$ cat config.mk
export PLATFORM = sky130hd
export DESIGN_NAME = stg_cmd_fifo
export DESIGN_NICKNAME = d
export VERILOG_FILES = /design/src/design/stg_pkg.sv /design/src/design/stg_cmd_fifo.sv
export SDC_FILE = /design/constraint.sdc
export NUM_CORES = 1
export LEC_CHECK = 0
export ABC_AREA = 0
export BUFFER_PORTS_ARGS = -buffer_cell sky130_fd_sc_hd__clkbuf_2
export CAP_MARGIN = 20
export CELL_PAD_IN_SITES_DETAIL_PLACEMENT = 1
export CELL_PAD_IN_SITES_GLOBAL_PLACEMENT = 2
export CORE_MARGIN = 4
export CORE_UTILIZATION = 44
export CTS_CLUSTER_DIAMETER = 200
export CTS_CLUSTER_SIZE = 14
export DETAILED_ROUTE_END_ITERATION = 10
export PLACE_DENSITY = 0.82
export RECOVER_POWER = 100
export SETUP_SLACK_MARGIN = 0.02
export SLEW_MARGIN = 20
export SYNTH_ARGS = -nofsm -noshare
export SYNTH_HDL_FRONTEND = slang
export SYNTH_SLANG_ARGS = --single-unit
$ cat constraint.sdc
create_clock -name i_clk -period 4.7 [get_ports i_clk]
set_input_delay 0.235 -clock i_clk [delete_from_list [all_inputs] [get_ports i_clk]]
set_output_delay 0.235 -clock i_clk [all_outputs]
set_load 0.05 [all_outputs]
$ cat src/design/stg_pkg.sv
// ----------------------------------------------------------------------------
// stg_pkg
// Shared types, constants and the quarter-wave sine table builder for the
// sine tone generator.
// ----------------------------------------------------------------------------
`default_nettype none

package stg_pkg;

    // oscillator geometry
    localparam int SINE_DEPTH  = 1024;
    localparam int PHASE_BITS  = 32;
    localparam int SINE_IDX_W  = $clog2(SINE_DEPTH);
    localparam int SINE_ADDR_W = SINE_IDX_W + 1;

    // field widths
    localparam int STEP_W   = 32;
    localparam int MS_W     = 16;
    localparam int AMP_W    = 15;
    localparam int SPT_W    = 11;
    localparam int COUNT_W  = 27;
    localparam int SAMPLE_W = 16;
    localparam int MAG_W    = 15;

    // command queue between front and back
    localparam int QDEPTH  = 8;
    localparam int QPTR_W  = $clog2(QDEPTH);
    localparam int QCNT_W  = QPTR_W + 1;

    // register file
    localparam int ADDR_W = 3;
    localparam int DATA_W = 32;
    localparam logic REG_AMPLITUDE = 1'b0;
    localparam logic REG_SPT       = 1'b1;
    localparam logic [AMP_W-1:0] AMP_RESET = AMP_W'(9830);
    localparam logic [SPT_W-1:0] SPT_RESET = SPT_W'(441);

    // action codes
    localparam logic ACT_TICK  = 1'b0;
    localparam logic ACT_START = 1'b1;

    // reciprocal of ten for the sample count: floor(x / 10) = (x * RECIP_10) >> 35
    localparam logic [31:0] RECIP_10 = 32'hCCCC_CCCD;
    localparam int          RECIP_SH = 35;

    // table build constants (Q30)
    localparam logic [63:0] Q30_ONE     = 64'd1 << 30;
    localparam logic [63:0] HALF_PI_Q30 = 64'd1686629713;

    typedef struct packed {
        logic              action;
        logic [STEP_W-1:0] phase_increment;
        logic [MS_W-1:0]   duration_ms;
    } t_in_item;

    typedef struct packed {
        logic signed [SAMPLE_W-1:0] sample;
        logic                       last_of_note;
    } t_out_item;

    typedef struct packed {
        logic               action;
        logic [STEP_W-1:0]  step;
        logic [COUNT_W-1:0] count;
    } t_cmd;

    typedef struct packed {
        logic valid;
        t_cmd cmd;
    } t_push;

    typedef struct packed {
        logic              valid;
        t_cmd              cmd;
        logic [QCNT_W-1:0] count;
    } t_q_head;

    typedef logic [MAG_W-1:0] t_sine_rom [0:SINE_DEPTH];

    // round(32767 * sin(x)) for x in Q30 radians, series in nested form
    function automatic logic [MAG_W-1:0] sine_mag(input logic [63:0] x);
        logic [63:0] s;
        logic [63:0] t;
        logic [63:0] v;
        s = (x * x) >> 30;
        t = Q30_ONE;
        t = Q30_ONE - ((s * t) >> 30) / 64'd156;
        t = Q30_ONE - ((s * t) >> 30) / 64'd110;
        t = Q30_ONE - ((s * t) >> 30) / 64'd72;
        t = Q30_ONE - ((s * t) >> 30) / 64'd42;
        t = Q30_ONE - ((s * t) >> 30) / 64'd20;
        t = Q30_ONE - ((s * t) >> 30) / 64'd6;
        v = (x * t) >> 30;
        v = (v * 64'd32767 + (64'd1 << 29)) >> 30;
        if (v > 64'd32767) begin
            v = 64'd32767;
        end
        return v[MAG_W-1:0];
    endfunction

    // quarter-wave table, entries 0..SINE_DEPTH inclusive
    function automatic t_sine_rom build_sine_rom();
        t_sine_rom rom;
        for (int i = 0; i <= SINE_DEPTH; i++) begin
            rom[i] = sine_mag((64'(i) * HALF_PI_Q30) / SINE_DEPTH);
        end
        return rom;
    endfunction

endpackage

`default_nettype wire

$ cat src/design/stg_cmd_fifo.sv
// ----------------------------------------------------------------------------
// stg_cmd_fifo
// Short command queue that lets the front and back sides stall apart.
// ----------------------------------------------------------------------------
`default_nettype none

module stg_cmd_fifo (
    input  wire logic           i_clk,
    input  wire logic           i_rst_n,
    input  wire stg_pkg::t_push i_push,
    input  wire logic           i_pop,
    output stg_pkg::t_q_head    o_head
);

    stg_pkg::t_cmd                r_mem [stg_pkg::QDEPTH];
    logic [stg_pkg::QPTR_W-1:0]   r_wr_ptr;
    logic [stg_pkg::QPTR_W-1:0]   r_rd_ptr;
    logic [stg_pkg::QCNT_W-1:0]   r_count;

    // pointers and fill level
    always_ff @(posedge i_clk) begin
        if (!i_rst_n) begin
            r_wr_ptr <= '0;
            r_rd_ptr <= '0;
            r_count  <= '0;
        end else begin
            if (i_push.valid) begin
                r_wr_ptr <= r_wr_ptr + 1'b1;
            end
            if (i_pop) begin
                r_rd_ptr <= r_rd_ptr + 1'b1;
            end
            case ({i_push.valid, i_pop})
                2'b10:   r_count <= r_count + 1'b1;
                2'b01:   r_count <= r_count - 1'b1;
                default: r_count <= r_count;
            endcase
        end
    end

    // entry storage, front credit keeps pushes off a full queue
    always_ff @(posedge i_clk) begin
        if (i_push.valid) begin
            r_mem[r_wr_ptr] <= i_push.cmd;
        end
    end

    assign o_head.valid = r_count != '0;
    assign o_head.cmd   = r_mem[r_rd_ptr];
    assign o_head.count = r_count;

endmodule

`default_nettype wire

==> impl_table.tex <==
\begin{tabular}{lr}
\hline
Metric & Value \\
\hline
\multicolumn{2}{l}{\textbf{Global route}} \\
Busiest grt layer & met2 \\
Met2 layer usage reported by global route & 0.297 \\
Met3 track utilization from global routing & 0.0282 \\
GRT Util Overall & 0.173 \\
Largest net degree at the start of global routing & 85 \\
Met1 capacity usage during global routing & 0.235 \\
Via count of the first global-routing pass & 9571 \\
Initial antenna violation count & 2 \\
First-pass GRT wire length & 60900 um \\
Total overflow reported by the global router & 0 \\
\multicolumn{2}{l}{\textbf{Synthesis}} \\
Number of synthesized register bits & 493 \\
EDFF count, synth & 480 \\
Post-synthesis net count & 831 \\
Area share of the largest cell type after synthesis & 0.767 \\
Async set or reset register ratio after synthesis & 0 \\
Sequential fraction of the synthesis area & 0.781 \\
Most common flop cell mapped by yosys & sky130\_fd\_sc\_hd\_\_edfxtp\_1 \\
Synthesized area per cell & 24.7 um\^{}2 \\
Synth warn & 0 \\
Cell count after synthesis & 762 \\
Distinct cells, synth & 29 \\
Most frequently used cell type in the post-synthesis netlist & sky130\_fd\_sc\_hd\_\_edfxtp\_1 \\
Commonest cells post-synth & sky130\_fd\_sc\_hd\_\_edfxtp\_1, sky130\_fd\_sc\_hd\_\_mux4\_2, sky130\_fd\_sc\_hd\_\_mux2\_2 \\
Cell types with the largest area share after synthesis & sky130\_fd\_sc\_hd\_\_edfxtp\_1, sky130\_fd\_sc\_hd\_\_mux4\_2, sky130\_fd\_sc\_hd\_\_mux2\_2 \\
Leading area contributor after synthesis & sky130\_fd\_sc\_hd\_\_edfxtp\_1 \\
Post-Synthesis Cell Area & 18800 um\^{}2 \\
\multicolumn{2}{l}{\textbf{Critical path}} \\
Worst Path Required & 4.47 ns \\
Worst-case reg-to-reg path depth & 4 \\
Class of the most critical setup path & reg2out \\
Nature of the critical path endpoint & output pin \\
Endpoint of the worst-slack reg-to-reg timing path & r\_mem[1][49] \\
Maximum fanout along the worst path & 84 \\
Capture point of the worst path & o\_head[17] \\
Worst reg2reg startpoint & r\_wr\_ptr[0] \\
Critical Path Start Type & flip-flop \\
CP Data Arrival Time & 3.63 ns \\
Reg-to-reg slack, setup & 0.90 ns \\
\multicolumn{2}{l}{\textbf{Clock tree}} \\
CTS tree & yes \\
Clock tree buffer depth & 3 \\
Sinks on the clock net & 493 \\
Post-CTS resize count & 0 \\
CTS clk-pin slew, worst paths & 0.06 ns \\
Clock Latency Late Sink & 0.54 ns \\
H-tree Lvls & 2 \\
Clock buffers created by TritonCTS & 41 \\
Library cell used as clock root buffer & sky130\_fd\_sc\_hd\_\_clkbuf\_16 \\
\multicolumn{2}{l}{\textbf{Detailed routing}} \\
Number of DRC markers after the initial detailed-route iteration & 625 \\
Via total after detailed routing & 8431 \\
Drt wl/cell & 25.7 um \\
Avg Vias per Cell & 5.49 \\
Detailed-route wire length & 39400 um \\
Number of detailed-route iterations in the first pass & 5 \\
Final routed DRC violation total & 0 \\
Count of antenna-violating nets left after detailed routing & 0 \\
\multicolumn{2}{l}{\textbf{Job}} \\
Count of max-cap constraint violations & 10 \\
\multicolumn{2}{l}{\textbf{STA}} \\
Tightest Pin Transition & 3.05 ns \\
Worst clock skew on the final layout & 0.0204 ns \\
Final count of hold timing violations & 0 \\
Worst setup margin & 0.836 ns \\
Relative slew margins & -1.03 \\
Setup-failing EPs final & 0 \\
Share of the clock period used by the worst path & 0.822 \\
Number of max-slew violations in the final report & 291 \\
Upper clock frequency limit & 259 MHz \\
Unrepaired setup endpoints after global routing & false \\
Final min period & 3.86 ns \\
Final setup TNS & 0 ns \\
\multicolumn{2}{l}{\textbf{Die}} \\
Core Footprint & 42000 um\^{}2 \\
Chip height & 215 um \\
Full die area & 46100 um\^{}2 \\
Cell Rows & 75 \\
Number of top-level pins & 129 \\
Initial standard-cell utilization of the core & 0.447 \\
Horizontal extent of the die & 215 um \\
\multicolumn{2}{l}{\textbf{Placed design}} \\
Count of buffers from port buffering & 128 \\
RD Place Congestion & 0.707 \\
Half-perimeter wire length after placement & 21000 um \\
Setup slack after placement & 1.90 ns \\
Number of placed instances with taps included & 1407 \\
Instance area at placement & 20100 um\^{}2 \\
\multicolumn{2}{l}{\textbf{Power}} \\
Leakage & 6.64 nW \\
PwrDens & 427 nW/um\^{}2 \\
Largest voltage drop on the vdd net & 0.216 mV \\
Overall power consumption & 9.24 mW \\
\multicolumn{2}{l}{\textbf{Final layout}} \\
Fraction of layout instances using a drive strength above 1 & 0.231 \\
Signed area change from the synthesized netlist to the final layout & 15.2\% \\
Number of nets in the finished design & 1039 \\
Multi-input logic area & 3850 um\^{}2 \\
Post-route insts no fill & 1535 \\
Area of all sequential standard cells & 14700 um\^{}2 \\
Area of all placed cells without fillers & 21600 um\^{}2 \\
Fill count & 3717 \\
\multicolumn{2}{l}{\textbf{Outcome}} \\
Status & finished with violations \\
Failing checks & max-capacitance violations, max-slew violations \\
\multicolumn{2}{l}{\textbf{Min path}} \\
Hold Crit Class & in2reg \\
\hline
\end{tabular}
-- what timing repair did --
| item | in CTS | in global routing |
|---|---|---|
| buffers inserted | 0 | 0 |
| endpoints found under the hold margin | 463 | 0 |
| hold buffers | 58 | 0 |
-- cells by family (layout without fill, tap and decap cells) --
| logic type | count (synthesis) | after routing | share of synthesized area |
|---|---|---|---|
| compound gates | 5 | 5 | 0.00186 |
| xor+xnor | 7 | 7 | 0.00326 |
| fa+ha+maj | 5 | 5 | 0.00333 |
| buf+inv | 36 | 269 | 0.0155 |
| flops | 493 | 493 | 0.781 |
| mux | 185 | 185 | 0.186 |
| other cells | 0 | 1 | 0 |
| simple gates | 31 | 31 | 0.00872 |
-- worst min-delay path by stage --
stage / cells past startpoint / to / from
6_report: 3 / r_wr_ptr[1] / i_push[60]
5_1_grt: 3 / r_wr_ptr[1] / i_push[60]
3_5_place_dp: 2 / r_count[3] / r_count[3]
2_1_floorplan: 0 / r_mem[0][0] / i_push[0]
4_1_cts: 1 / r_mem[0][49] / i_push[49]
3_3_place_gp: 2 / r_count[3] / r_count[3]
-- sequential cells by signal (all words and copies together) (netlist names), named ones only --
signal and count:
r_wr_ptr 3, r_mem 480, r_rd_ptr 3, r_count 4
-- layout by cell type (no fill, tap or decap), drive strengths merged --
master and instances:
xnor2 3, nor2 6, a41oi 1, or3 1, mux4 120, edfxtp 480
nor3 3, nand2 6, nand2b 4, nor2b 3, nor4b 1, clkinv 1
and2 6, clkbuf 201, mux2i 4, xor2 4, o21ai 1, a21oi 1
a21boi 1, ha 5, mux2 61, inv 2, o41ai 1, diode 1
dfxtp 13, or4 1, dlygate4sd3 58, buf 7
-- metal layers --
layer | routed length (um) | vias to the layer above
li1 | - | 3660
met1 | 16800 | 4509
met2 | 20200 | 206
met3 | 1640 | 54
met4 | 763 | 2
met5 | 12 | -
-- metrics by stage --
stage	utilization	hold WS, ns
after floorplan	-	0.334
after global placement	0.478	0.469
after detailed placement	0.479	0.474
after CTS	0.521	0.000384
after global routing	0.515	0.0966
final	0.515	0.0835
-- worst max-delay path, stage by stage (launching register included) --
cell                       delay, ns
sky130_fd_sc_hd__dfxtp_4        0.69
sky130_fd_sc_hd__clkbuf_4       1.13
sky130_fd_sc_hd__mux4_2         0.43
sky130_fd_sc_hd__mux2_2         0.16
sky130_fd_sc_hd__clkbuf_1       0.52
-- report_power, final --
group | internal [mW] | total (mW) | switching (mW) | leakage (nW)
sequential | 4.95 | 5.02 | 0.0700 | 4.47
combinational | 0.379 | 1.07 | 0.692 | 1.60
clock | 1.70 | 3.16 | 1.46 | 0.568
total | 7.02 | 9.24 | 2.22 | 6.64
-- final cells by class --
| type | instances | area share |
|---|---|---|
| clock inverters | 2 | 0.00116 |
| diodes | 1 | 0.000116 |
| multi-input cells | 233 | 0.178 |
| clock buffers | 66 | 0.0537 |
| inverters | 1 | 0.000173 |
| flip-flops and latches | 493 | 0.678 |
| repair buffers | 200 | 0.0579 |
| well taps | 539 | 0.0312 |
No activity file was read; power rests on OpenSTA's default activity.
